[src/design/zzc_pkg.sv]
package zzc_pkg;

    localparam int BUFFER_DEPTH = 4096;
    localparam int LEN_W        = 32;

    // request opcodes
    localparam logic [2:0] OP_CLEAR   = 3'd0;
    localparam logic [2:0] OP_LOAD    = 3'd1;
    localparam logic [2:0] OP_RESTART = 3'd2;
    localparam logic [2:0] OP_APPLY   = 3'd3;
    localparam logic [2:0] OP_READ    = 3'd4;

    // descriptor operations
    localparam logic [1:0] KOP_XOR  = 2'd0;
    localparam logic [1:0] KOP_ADD  = 2'd1;
    localparam logic [1:0] KOP_SUB  = 2'd2;
    localparam logic [1:0] KOP_ZERO = 2'd3;

    // result status codes
    localparam logic [1:0] ST_OK    = 2'd0;
    localparam logic [1:0] ST_FULL  = 2'd1;
    localparam logic [1:0] ST_EMPTY = 2'd2;
    localparam logic [1:0] ST_RANGE = 2'd3;

    typedef struct packed {
        logic [2:0]  opcode;
        logic [7:0]  data_byte;
        logic [1:0]  key_operation;
        logic [7:0]  key_parameter;
        logic [31:0] key_length;
        logic [11:0] read_index;
    } t_request;

    typedef struct packed {
        logic [7:0] out_byte;
        logic [1:0] status;
    } t_result;

    typedef enum logic [1:0] {
        S_IDLE,
        S_DIV,
        S_SWEEP,
        S_DRAIN
    } t_state;

    typedef struct packed {
        logic       valid;
        logic [1:0] touch;
    } t_sweep;

    typedef struct packed {
        logic [1:0] op;
        logic [7:0] par;
        logic [7:0] twoq_low;
        logic       q_nz;
    } t_alu_ctrl;

endpackage

[src/design/zzc_div.sv]
module zzc_div #(
    parameter int DIVISOR_W = 14
) (
    input  logic                             i_clk,
    input  logic                             i_rst_n,
    input  logic                             i_start,
    input  logic [zzc_pkg::LEN_W-1:0]        i_dividend,
    input  logic [DIVISOR_W-1:0]             i_divisor,
    output logic                             o_done,
    output logic [zzc_pkg::LEN_W-1:0]        o_quotient,
    output logic [DIVISOR_W-1:0]             o_remainder
);

    localparam int CNT_W = $clog2(zzc_pkg::LEN_W);

    logic                      r_busy;
    logic                      r_done;
    logic [CNT_W-1:0]          r_cnt;
    logic [DIVISOR_W-1:0]      r_rem;
    logic [zzc_pkg::LEN_W-1:0] r_quo;

    logic [DIVISOR_W:0]        trial;
    logic [DIVISOR_W:0]        diff;
    logic                      fits;
    logic [DIVISOR_W-1:0]      n_rem;

    // one quotient bit per cycle, dividend shifts out as quotient shifts in
    always_comb begin
        trial = {r_rem, r_quo[zzc_pkg::LEN_W-1]};
        diff  = trial - {1'b0, i_divisor};
        fits  = (trial >= {1'b0, i_divisor});
        n_rem = fits ? diff[DIVISOR_W-1:0] : trial[DIVISOR_W-1:0];
    end

    always_ff @(posedge i_clk) begin
        if (!i_rst_n) begin
            r_busy <= 1'b0;
            r_done <= 1'b0;
            r_cnt  <= '0;
        end else begin
            r_done <= 1'b0;
            if (i_start) begin
                r_busy <= 1'b1;
                r_cnt  <= '0;
                r_rem  <= '0;
                r_quo  <= i_dividend;
            end else if (r_busy) begin
                r_rem <= n_rem;
                r_quo <= {r_quo[zzc_pkg::LEN_W-2:0], fits};
                r_cnt <= r_cnt + CNT_W'(1);
                if (r_cnt == CNT_W'(zzc_pkg::LEN_W - 1)) begin
                    r_busy <= 1'b0;
                    r_done <= 1'b1;
                end
            end
        end
    end

    assign o_done      = r_done;
    assign o_quotient  = r_quo;
    assign o_remainder = r_rem;

    a_done_pulse: assert property (@(posedge i_clk) disable iff (!i_rst_n)
        r_done |=> !r_done)
        else $error("divider done held longer than one cycle");

    a_done_idle: assert property (@(posedge i_clk) disable iff (!i_rst_n)
        r_done |-> !r_busy)
        else $error("divider done while still iterating");

    a_start_runs: assert property (@(posedge i_clk) disable iff (!i_rst_n)
        i_start |=> (r_busy && r_cnt == '0))
        else $error("divider did not begin after start");

endmodule

[config.mk]
export PLATFORM = sky130hd
export DESIGN_NAME = zzc_div
export DESIGN_NICKNAME = d
export VERILOG_FILES = /design/src/design/zzc_pkg.sv /design/src/design/zzc_div.sv
export SDC_FILE = /design/constraint.sdc
export NUM_CORES = 1
export LEC_CHECK = 0
export BUFFER_PORTS_ARGS = -buffer_cell sky130_fd_sc_hd__buf_2
export CAP_MARGIN = 20
export CORE_MARGIN = 8
export CORE_UTILIZATION = 50
export DETAILED_ROUTE_END_ITERATION = 12
export GPL_TIMING_DRIVEN = 0
export PLACE_DENSITY = 0.8
export SLEW_MARGIN = 5
export SYNTH_ARGS = -nofsm -noshare
export SYNTH_HDL_FRONTEND = slang
export SYNTH_SLANG_ARGS = --single-unit
[constraint.sdc]
create_clock -name i_clk -period 3.9 [get_ports i_clk]
set_clock_uncertainty 0.1 [all_clocks]
set_input_delay 0.585 -clock i_clk [delete_from_list [all_inputs] [get_ports i_clk]]
set_output_delay 0.585 -clock i_clk [all_outputs]
set_load 0.01 [all_outputs]
==> impl_metrics.json, run 1 <==
{
  "status": "finished, final reports clean",
  "area_growth_pct": 22.9,
  "p_leak_nw": 1.60,
  "setup-tns-final_ps": 0,
  "nets": 417,
  "seqPwrFrac_pct": 48.9,
  "async_reset_ff_share_pct": 0,
  "post-dp-hpwl_mm": 5.37,
  "cp_max_fo": 3,
  "grt_pass1_wl_mm": 11.0,
  "wire_per_inst_um": 15.8,
  "tightest_slew_ps": 534,
  "core.rowCount": 28,
  "drtIter0Drc": 102,
  "num_vias": 2251,
  "fmax_mhz": 371,
  "grt_pass1_vias": 2363,
  "syn_area_per_cell_um2": 12.2,
  "cts-root-buf": "clkbuf_8",
  "clk_latency_ps": 290,
  "slew_violations": 0,
  "path_class": "flop to flop",
  "synth_flop_cell": "edfxtp_1",
  "die_x_um": 93.9,
  "share_comb_of_total_power_pct": 26.4,
  "synth.area.top_cells": "edfxtp_1, mux2_2, ha_1",
  "drt.antenna.violating_nets": 0,
  "core_area_um2": 5890,
  "htreeDepth": 2,
  "hold_violations": 0,
  "track_usage_pct": 15.5,
  "fin_hold_ws_ps": 410,
  "hold_path.class": "flop to flop",
  "port_buffers": 94,
  "ys_seq_elements": 53,
  "cp-start-kind": "flop",
  "syn_nets": 315,
  "clock_sinks": 53,
  "route.detailed.drc": 0,
  "cts.path.max_buffers": 2,
  "cts_tree": "done",
  "grt_antenna_before_repair": 0,
  "yosysTopAreaCell": "edfxtp_1",
  "final_cell_count_no_fill": 426,
  "numPlacedInstances": 418,
  "end_kind": "flop",
  "setup_viol": 0,
  "globalplace.congestion": 0.859,
  "worstPathRequired_ps": 3930,
  "cts_buffers": 5,
  "synth.cell_area_um2": 3040,
  "cts-resized-gates": 0,
  "fin_crit_ps": 2700,
  "power.total_mw": 1.42,
  "peakVddDrop_uv": 291,
  "via_per_inst": 5.28,
  "overflow": 0,
  "drive_above_1_share_pct": 44.4,
  "die-area_um2": 8830,
  "synth_edf_count": 46,
  "internal_power_mw": 1.03,
  "post_cts_buffers": 0,
  "drv_cap": 0,
  "pwr-share-clk_pct": 24.7,
  "power_density_nw_per_um2": 381,
  "num_io_pins": 96,
  "rsz0062_at_grt": "no",
  "worst_ep_arrival_time_ps": 2730,
  "p_sw_share_pct": 27.8,
  "yosysWarnings": 0,
  "dr.pass1.iters": 4,
  "antennaDiodeCount": 0,
  "final_util_pct": 63.5,
  "routed_wl_mm": 6.71,
  "ys_types": 45,
  "die_y_um": 93.9,
  "path_clk_slew_ps": 90,
  "initial_core_util_pct": 51.6,
  "timing.final.crit_share_pct": 69.1,
  "ys_seq_area_share_pct": 50.1,
  "ctsHoldBuffers": 0,
  "grt_max_degree": 31,
  "rrSetupSlack_ps": 1200,
  "yosys.area.top_type_share_pct": 45.5,
  "synthCells": 248,
  "fillCellCount": 480,
  "relSlewSlack_pct": 64.4,
  "power_switching_mw": 0.395
}
-- synth_stat cells (all sizes together) (5+ instances only) --
master and number:
xnor2 8, mux2 32, ha 17, xor2 5
nor2 24, nand2 12, nand4 6, a211oi 7
mux2i 7, edfxtp 46, a21oi 11, inv 18
o21ai 7, clkbuf 5, dfxtp 7
-- state kept, by name, indices dropped and copies added (netlist names) --
register     count
o_done           1
r_cnt            5
o_remainder     14
r_busy           1
o_quotient      32
-- cells by family (layout without fill, tap and decap cells) --
kind of cell / after synthesis / in the layout / share of synthesized area, %
DFF: 53 / 53 / 50.1
and+or+nand+nor: 53 / 53 / 8.81
AOI/OAI and AO/OA: 45 / 45 / 11.4
muxes: 39 / 39 / 14.2
buffers and inverters: 27 / 130 / 4.08
adders and majority gates: 18 / 18 / 7.66
xor gates and xnor gates: 13 / 13 / 3.75
-- path summary, 6_finish.rpt --
path         cells past startpoint      startpoint         endpoint
min                              2        r_cnt[4]         r_cnt[4]
min reg2reg                      2        r_cnt[4]         r_cnt[4]
max reg2reg                     10  o_quotient[31]  o_remainder[10]
max                             10  o_quotient[31]  o_remainder[10]
-- worst max-delay path: stages, from the launching register on --
cell and delay (ps):
edfxtp_1 430, inv_1 100, ha_1 130, inv_1 40, fa_1 410, a21o_1 220
a31o_2 240, a21oi_1 280, o21ai_0 190, xnor2_1 170, a211oi_2 230
-- layout make-up --
cell class                 count  area, um2  area share (%)
buffer                         9       56.3            1.51
clock buffer                   8        111            2.98
inverter                      18       67.6            1.81
multi-input combinational    168       1390            37.3
sequential                    53       1520            40.7
tap                           75       93.8            2.51
timing repair buffer          95        490            13.1
-- cells in the final DEF, fill, tap and decap left out, types with 3 or more instances in the layout --
cell type / instances
a211oi_2: 5
a21oi_1: 11
buf_2: 94
buf_6: 3
clkbuf_1: 6
clkbuf_8: 6
dfxtp_1: 7
edfxtp_1: 46
ha_1: 17
inv_1: 18
mux2_2: 32
mux2i_1: 7
nand2_1: 12
nand4_1: 5
nor2_1: 19
nor2_2: 5
o21ai_0: 7
xnor2_1: 8
xor2_1: 5
-- per-stage QoR --
| stage | setup slack, ps | area (um2) |
|---|---|---|
| final | 1200 | 3730 |
| after global routing | 1050 | 3730 |
| after CTS | 1210 | 3730 |
| after detailed placement | 1050 | 3620 |
| after global placement | 858 | 3600 |
| after floorplan | 1350 | 3040 |
-- layer usage --
layer	vias up	routed length, um	global-route usage, %
met4	0	78	4.36
li1	1117	-	-
met1	1036	2850	18.0
met3	8	741	7.35
met5	-	0	0
met2	90	3040	24.8
-- power by group through the flow --
stage / registers (mW) / clock network (mW) / logic, mW
2_1_floorplan: 0.724 / 0 / 0.245
3_3_place_gp: 0.709 / 0 / 0.366
3_5_place_dp: 0.708 / 0 / 0.379
4_1_cts: 0.696 / 0.365 / 0.380
5_1_grt: 0.701 / 0.379 / 0.418
6_report: 0.696 / 0.351 / 0.375
(Power assumes the default switching activity.)
==> inputs of run 2 (changes only) <==
CORE_UTILIZATION = 46   (was 50)
PLACE_DENSITY = 0.77   (was 0.8)
clock period = 2.3 ns   (was 3.9 ns; I/O delays follow)
==> impl_metrics.json, run 2 (same netlist as run 1, synthesis figures left out) <==
{
  "internal_power_mw": 1.80,
  "end_kind": "flop",
  "status": "complete, but fails checks",
  "placed_area_um2": 3680,
  "hold_path.class": "input pin to flop",
  "worstPathRequired_ps": 2240,
  "dr.pass1.iters": 4,
  "fin_crit_ps": 2380,
  "num_io_pins": 96,
  "fin_ws_ps": -79.3,
  "area_growth_pct": 35.6,
  "wire_per_inst_um": 16.6,
  "relSlewSlack_pct": 57.9,
  "cp-start-kind": "flop",
  "overflow": 0,
  "cp_max_fo": 3,
  "fin_hold_ws_ps": 232,
  "dr_wl_met3_um": 764,
  "p_sw_share_pct": 30.0,
  "path_class": "flop to flop",
  "grt_pass1_wl_mm": 11.8,
  "stdcell_area_um2": 4120,
  "pwr-share-clk_pct": 22.4,
  "grt_pass1_vias": 2457,
  "route.detailed.drc": 0,
  "wl_met2_mm": 3.48,
  "power.total_mw": 2.57,
  "peakVddDrop_uv": 424,
  "tightest_slew_ps": 631,
  "cts.path.max_buffers": 2,
  "cts-root-buf": "clkbuf_8",
  "port_buffers": 94,
  "die_y_um": 97.3,
  "drv_cap": 0,
  "core.rowCount": 29,
  "layout_commonest_cell": "buf_2",
  "core_area_um2": 6390,
  "largest_reg_flops": 32,
  "power_switching_mw": 0.770,
  "path_clk_slew_ps": 100,
  "seqPwrFrac_pct": 46.2,
  "drt.antenna.violating_nets": 0,
  "drtIter0Drc": 95,
  "clk_latency_ps": 310,
  "drive_above_1_share_pct": 54.1,
  "hold_violations": 0,
  "via_per_inst": 5.32,
  "slowest_stage": "edfxtp_1",
  "max_stage_delay_ps": 420,
  "nets": 434,
  "crit_family": "compound AO/OA/AOI/OAI gates",
  "violations": "setup timing",
  "globalplace.congestion": 0.863,
  "top_layer_used": "met4",
  "p_leak_nw": 1.71,
  "share_comb_of_total_power_pct": 31.4,
  "num_vias": 2368,
  "final_cell_mix": "buf_2, edfxtp_1, mux2_2, nor2_1, inv_1",
  "track_usage_pct": 14.9,
  "initial_core_util_pct": 47.6,
  "worst_ep_arrival_time_ps": 2320,
  "fmax_mhz": 420,
  "die-area_um2": 9460,
  "path_common_cell": "inv_2",
  "grt_max_degree": 28,
  "slew_violations": 0,
  "post-dp-hpwl_mm": 5.31,
  "grt_antenna_before_repair": 0,
  "setup_viol": 5,
  "power_density_nw_per_um2": 623,
  "rsz0062_at_grt": "yes",
  "timing.final.crit_share_pct": 103,
  "htreeDepth": 2,
  "antennaDiodeCount": 0,
  "clock_sinks": 53,
  "die_x_um": 97.3,
  "wl_met1_mm": 3.06,
  "cts_buffers": 5,
  "routed_wl_mm": 7.40,
  "path_buf_inv": 2,
  "crit_chain": "inv_2 > ha_4 > inv_2 > fa_2 > a21o_1 > a31o_2 > a21oi_4 > o21a_1 > xor2_1 > a211oi_2",
  "cts_tree": "done"
}
-- run 2: final timing paths --
kind	from	endpoint	slack (ps)	depth (start not counted)
worst min-delay path	i_dividend[22]	o_quotient[22]	230	2
worst min register to register	r_cnt[4]	r_cnt[4]	430	2
worst max register to register	o_quotient[31]	o_remainder[8]	-80	10
worst max-delay path	o_quotient[31]	o_remainder[8]	-80	10
-- run 2: cell type report --
type,count,area [um2]
Clock inverter,2,17.5
Tap cell,77,96.3
Fill cell,507,2270
Inverter,18,67.6
Clock buffer,6,82.6
Buffer,9,56.3
Multi-Input combinational cell,168,1650
Sequential cell,53,1520
Timing Repair Buffer,112,629
-- run 2: metrics by stage --
stage               cells  worst slack (ps)  setup TNS [ps]  utilization, %
finish                445             -79.3            -227            64.5
global route          445              -186           -1560            64.5
CTS                   439             -86.1            -581            62.2
detailed placement    420              -197           -1760            57.6
global placement      419              -523          -25880            57.3
floorplan             248             -80.8            -149               -
-- run 2: what timing repair did --
action	CTS	global route
hold buffers	0	0
pin swaps	10	7
setup endpoints to repair	15	15
cloned	1	0
buffers inserted	10	6
resized for setup	21	18
-- run 2: power by group through the flow --
stage / combinational (mW) / sequential, mW / clock (mW)
5_1_grt: 0.876 / 1.20 / 0.620
6_report: 0.805 / 1.19 / 0.574
4_1_cts: 0.741 / 1.18 / 0.597
3_3_place_gp: 0.640 / 1.20 / 0
2_1_floorplan: 0.433 / 1.23 / 0
3_5_place_dp: 0.656 / 1.20 / 0
-- run 2: layer usage --
metal | track usage, % | vias to the layer above
met4 | 3.38 | 0
li1 | - | 1147
met2 | 25.2 | 91
met3 | 7.18 | 9
met5 | 0 | -
met1 | 16.5 | 1121
